**src/rtl/core/nbcp_pkg.sv**
```systemverilog
// shared types and constants for the naive bayes count and predict core
package nbcp_pkg;

    localparam int MAN_W     = 32;
    localparam int EXP_W     = 16;
    localparam int PROB_W    = 16;
    localparam int INT_STEPS = 17;
    localparam int FRAC_STEPS = 32;

    localparam logic [1:0] FUNC_ADD     = 2'd0;
    localparam logic [1:0] FUNC_REMOVE  = 2'd1;
    localparam logic [1:0] FUNC_PREDICT = 2'd2;

    localparam logic [1:0] CFG_ROOT = 2'd0;
    localparam logic [1:0] CFG_NCLS = 2'd1;
    localparam logic [1:0] CFG_ESS  = 2'd2;
    localparam logic [1:0] CFG_MASK = 2'd3;

    typedef struct packed {
        logic                    done;
        logic                    zero;
        logic [MAN_W-1:0]        quo;
        logic signed [EXP_W-1:0] expo;
    } t_div_res;

endpackage

```
**src/rtl/core/nbcp_div.sv**
```systemverilog
// shared iterative divider: normalised ratio mantissa/exponent or plain integer quotient
module nbcp_div
    import nbcp_pkg::*;
#(
    parameter int DW = 51
) (
    input  logic          i_clk,
    input  logic          i_rst_n,
    input  logic          i_start,
    input  logic          i_int_mode,
    input  logic [DW-1:0] i_num,
    input  logic [DW-1:0] i_den,
    output t_div_res      o_res
);

    localparam int SW = $clog2(DW + 1);
    localparam logic [1:0] D_IDLE = 2'd0;
    localparam logic [1:0] D_NORM = 2'd1;
    localparam logic [1:0] D_DIV  = 2'd2;

    logic [1:0]              r_st;
    logic [DW:0]             r_n;
    logic [DW-1:0]           r_d;
    logic [SW-1:0]           r_sn;
    logic [SW-1:0]           r_sd;
    logic [5:0]              r_cnt;
    logic [MAN_W-1:0]        r_q;
    logic signed [EXP_W-1:0] r_exp;
    logic                    r_done;
    logic                    r_zero;

    logic        w_ge;
    logic [DW:0] w_diff;
    logic        w_lt;

    assign w_ge   = r_n >= {1'b0, r_d};
    assign w_diff = r_n - {1'b0, r_d};
    assign w_lt   = r_n[DW-1:0] < r_d;

    always_ff @(posedge i_clk) begin
        if (!i_rst_n) begin
            r_st   <= D_IDLE;
            r_done <= 1'b0;
            r_zero <= 1'b0;
            r_cnt  <= '0;
        end else begin
            r_done <= 1'b0;
            case (r_st)
                D_IDLE: begin
                    if (i_start) begin
                        r_q <= '0;
                        if (!i_int_mode && (i_num == '0 || i_den == '0)) begin
                            r_done <= 1'b1;
                            r_zero <= 1'b1;
                            r_exp  <= '0;
                        end else begin
                            r_zero <= 1'b0;
                            r_n    <= {1'b0, i_num};
                            r_d    <= i_den;
                            r_sn   <= '0;
                            r_sd   <= '0;
                            if (i_int_mode) begin
                                r_cnt <= 6'(INT_STEPS);
                                r_st  <= D_DIV;
                            end else begin
                                r_st <= D_NORM;
                            end
                        end
                    end
                end
                D_NORM: begin
                    // left-align both operands, a byte at a time where possible
                    if (!r_n[DW-1]) begin
                        if (r_n[DW-1 -: 8] == '0) begin
                            r_n  <= r_n << 8;
                            r_sn <= r_sn + SW'(8);
                        end else begin
                            r_n  <= r_n << 1;
                            r_sn <= r_sn + SW'(1);
                        end
                    end
                    if (!r_d[DW-1]) begin
                        if (r_d[DW-1 -: 8] == '0) begin
                            r_d  <= r_d << 8;
                            r_sd <= r_sd + SW'(8);
                        end else begin
                            r_d  <= r_d << 1;
                            r_sd <= r_sd + SW'(1);
                        end
                    end
                    if (r_n[DW-1] && r_d[DW-1]) begin
                        if (w_lt) begin
                            r_n <= r_n << 1;
                        end
                        r_exp <= EXP_W'($signed({1'b0, r_sd})) - EXP_W'($signed({1'b0, r_sn}))
                                 - (w_lt ? EXP_W'(32) : EXP_W'(31));
                        r_cnt <= 6'(FRAC_STEPS);
                        r_st  <= D_DIV;
                    end
                end
                D_DIV: begin
                    r_q   <= {r_q[MAN_W-2:0], w_ge};
                    r_n   <= (w_ge ? w_diff : r_n) << 1;
                    r_cnt <= r_cnt - 6'd1;
                    if (r_cnt == 6'd1) begin
                        r_done <= 1'b1;
                        r_st   <= D_IDLE;
                    end
                end
                default: begin
                    r_st <= D_IDLE;
                end
            endcase
        end
    end

    assign o_res.done = r_done;
    assign o_res.zero = r_zero;
    assign o_res.quo  = r_q;
    assign o_res.expo = r_exp;

endmodule

```
**config.mk**
```make
export PLATFORM = sky130hd
export DESIGN_NAME = nbcp_div
export DESIGN_NICKNAME = d
export VERILOG_FILES = /design/src/rtl/core/nbcp_pkg.sv /design/src/rtl/core/nbcp_div.sv
export SDC_FILE = /design/constraint.sdc
export NUM_CORES = 1
export LEC_CHECK = 0
export ABC_CLOCK_PERIOD_IN_PS = 4760
export BUFFER_PORTS_ARGS = -buffer_cell sky130_fd_sc_hd__buf_2
export CORE_ASPECT_RATIO = 0.5
export CORE_MARGIN = 2
export CORE_UTILIZATION = 55
export CTS_CLUSTER_SIZE = 20
export DETAILED_ROUTE_END_ITERATION = 16
export GPL_TIMING_DRIVEN = 0
export PLACE_DENSITY = 0.79
export REMOVE_ABC_BUFFERS = 1
export SLEW_MARGIN = 40
export SYNTH_ARGS = -nofsm -noshare
export SYNTH_HDL_FRONTEND = slang
export SYNTH_SLANG_ARGS = --single-unit
export TNS_END_PERCENT = 5
```
**constraint.sdc**
```tcl
create_clock -name i_clk -period 4.76 [get_ports i_clk]
set_clock_uncertainty 0.05 [all_clocks]
set_input_delay 0.238 -clock i_clk [delete_from_list [all_inputs] [get_ports i_clk]]
set_output_delay 0.238 -clock i_clk [all_outputs]
set_load 0.01 [all_outputs]
```
==> flow_metrics.tcl <==
set metrics [dict create \
    route.detailed.drc 0 \
    cap_violations 0 \
    ys_warn_count 0 \
    fin_hold_ws_ps 44.04 \
    combPwrFrac_pct 56.7 \
    whs_path_depth 2 \
    numPortBuffers 155 \
    grt_max_degree 64 \
    maxSlewViolCount 0 \
    synth_seq_cells 165 \
    yosysUniqueCellTypes 84 \
    gp_congestion 0.9501 \
    start_util_pct 56.12 \
    cp-start-kind "flip-flop" \
    hold_class "in2reg" \
    vias 13170 \
    dieArea_um2 25860 \
    clkLatencyLatePin_ps 460 \
    drt_iter0_drc 1519 \
    fin_crit_ps 4504 \
    finalCritPeriodShare_pct 94.63 \
    cp_max_fo 8 \
    firstDrtPassIters 6 \
    synth_most_common_cell "a21oi_1" \
    critPathMostFrequentCell "a21o_1" \
    row_count 40 \
    finalSetupTns_ps 0 \
    synth-edff-count 155 \
    seq_area_frac_synth_pct 36.01 \
    cts_tree "built" \
    viasPerCell 6.605 \
    crit_chain "ha_2 -> nand4_1 -> nor4_1 -> o211ai_1 -> nand3_2 -> a21oi_1 -> and2_1 -> o21ai_2 -> inv_1 -> fa_1 -> a21o_1 -> a21o_1 -> a21o_1 -> a21oi_1 -> xor2_1 -> and2_1" \
    worstSetupEndpointType "flip-flop" \
    path_depth 16 \
    p_switching_mw 4.289 \
    p_seq_share_pct 27.8 \
    r2r_cells 16 \
    setup-violations-final 0 \
    hold_viol 0 \
    yosys.area.top_type "edfxtp_1" \
    synth_top_area_share_pct 34.52 \
    grtUsageTotal_pct 32.28 \
    ir_drop_v 0.0002747 \
    crit_family "compound AO/OA/AOI/OAI gates" \
    synth_common_cells "162 x a21oi_1, 155 x edfxtp_1, 142 x nor2_1" \
    reg2reg_setup_slack_ps 260 \
    timing.fmax_mhz 222.0 \
    slowest_stage "edfxtp_1" \
    syn-cell-area_um2 13480 \
    h-tree-depth 4 \
    grt_overflow 0 \
    syn_inst 1578 \
    grt_pass1_vias 12430 \
    crit_type "reg2reg" \
    clk_pin_slew_ps 70 \
    cp.arrival_ps 4660 \
    clkPwrFrac_pct 15.5 \
    hpwl_mm 31.25 \
    area_delta_synth_final_pct 12.61 \
    ys.flop_type "edfxtp_1" \
    worst-path-buf-inv 1 \
    synth_area_leaders "edfxtp_1 35%, ha_1 6.8%, a21oi_1 6.0%" \
    synthArstFlopShare_pct 0 \
    die_w_um 225.4 \
    p_leak_nw 6.109 \
    cts_buffer_depth 2 \
    core_um2 24020 \
    intPower_mw 4.862 \
    antenna_cells 0 \
    swShare_pct 46.87 \
    root_buffer "clkbuf_16" \
    avgSynthCellArea_um2 8.544 \
    clock-sinks 165 \
    cp.required_ps 4920 \
    relSlewSlack_pct 46.39 \
    cts_buffers 17 \
    drive_gt1_share_pct 15.72 \
    fin_nets 1848 \
    ioPinCount 156 \
    die_h_um 114.7 \
    grt_pass1_wl_mm 65.47 \
    avgRoutedWirePerCell_um 20.87 \
    worstMarginPinSlew_ps 796.8 \
    critPathMaxStageDelay_ps 530 \
    wl_mm 41.62 \
    drt.antenna.violating_nets 0 \
    rsz0062_at_grt "no" \
    status "complete, no violations" \
    antenna_found_initial 0 \
    p_per_area_nw_per_um2 602.7 \
]
[kinds of logic (layout without fill, tap and decap cells)]
family                   Yosys count  after routing  synth area share [%]
multiplexers                      27             27                 2.153
AO/OA/AOI/OAI                    542            542                 26.45
adder cells (fa/ha/maj)           76             76                 7.220
buffers and inverters            248            349                 7.758
AND/OR/NAND/NOR                  460            460                 16.52
flip-flops                       165            165                 36.01
XOR/XNOR                          60             60                 3.898
[sequential cells by signal, summed over array words and instances, names as in the netlist]
signal and count:
r_q 32, r_exp 8, r_sd 6, r_done 1, r_st 2, r_zero 1, r_cnt 6, r_n 52
r_sn 6, r_d 51
[power by group through the flow]
stage / logic, mW / clock network, mW / registers (mW)
2_1_floorplan: 3.55 / 0 / 2.45
3_3_place_gp: 4.68 / 0 / 2.59
3_5_place_dp: 5.01 / 0 / 2.55
4_1_cts: 5.06 / 1.43 / 2.52
5_1_grt: 5.66 / 1.49 / 2.57
6_report: 5.19 / 1.42 / 2.54
[per-stage QoR]
step	cells	utilization (%)	area, um2	power, mW	setup WS, ps
2_1_floorplan	1470	-	12960	5.995	-971.1
3_3_place_gp	1940	58.83	14130	7.270	-3077
3_5_place_dp	1960	60.51	14540	7.561	-30.31
4_1_cts	1993	62.98	15130	9.012	86.67
5_1_grt	1994	63.20	15180	9.716	44.22
6_report	1994	63.20	15180	9.151	255.5
[routing by layer]
layer  wire length, um  track usage (%)  up-vias
li1                  -                -     6070
met1             16950            42.59     6157
met5                 0                0        -
met2             18690            51.15      800
met4              1750            15.32        0
met3              4231            6.954      144
[path summary, 6_finish.rpt]
kind	end	start
setup reg to reg	r_exp[6]$_SDFFCE_PN0P_	r_n[16]$_DFFE_PP_
setup / recovery	r_exp[6]$_SDFFCE_PN0P_	r_n[16]$_DFFE_PP_
hold reg to reg	r_zero$_SDFFE_PN0P_	r_zero$_SDFFE_PN0P_
hold / removal	r_n[31]$_DFFE_PP_	i_num[31]
[timing repair]
item / 4_1_cts / 5_1_grt
setup buffers: 0 / 1
endpoints found under the hold margin: 1 / 0
hold buffers: 1 / 0
endpoints found under the setup margin: 1 / 1
gates resized for setup: 1 / 8
[area by class of cell]
| type | instances | area [um2] |
|---|---|---|
| clock buffer | 17 | 425.4 |
| clock inverter | 15 | 158.9 |
| fill | 2068 | 8840 |
| inverter | 140 | 525.5 |
| multi-input combinational | 1165 | 7734 |
| sequential | 165 | 4855 |
| tap | 315 | 394.1 |
| timing repair buffer | 177 | 1091 |
[placed cells by master (no fill, tap or decap), drive strengths merged, types with 24 or more instances in the layout]
| master | count |
|---|---|
| buf | 176 |
| a21oi | 162 |
| edfxtp | 155 |
| inv | 149 |
| nor2 | 145 |
| nand2 | 110 |
| o21ai | 98 |
| ha | 73 |
| o22ai | 54 |
| and2 | 49 |
| nor4 | 36 |
| o221ai | 35 |
| xnor2 | 34 |
| nand3 | 34 |
| xor2 | 26 |
| a22oi | 24 |
[worst register-to-register path: cells and delay by family, from the launching register on]
kind | cells | cell delay, ps
AOI/OAI and AO/OA | 7 | 1350
and+or+nand+nor | 5 | 1080
adders and majority gates | 2 | 980
DFF | 1 | 530
buffers and inverters | 1 | 170
xor gates and xnor gates | 1 | 100
(Power assumes the default switching activity.)
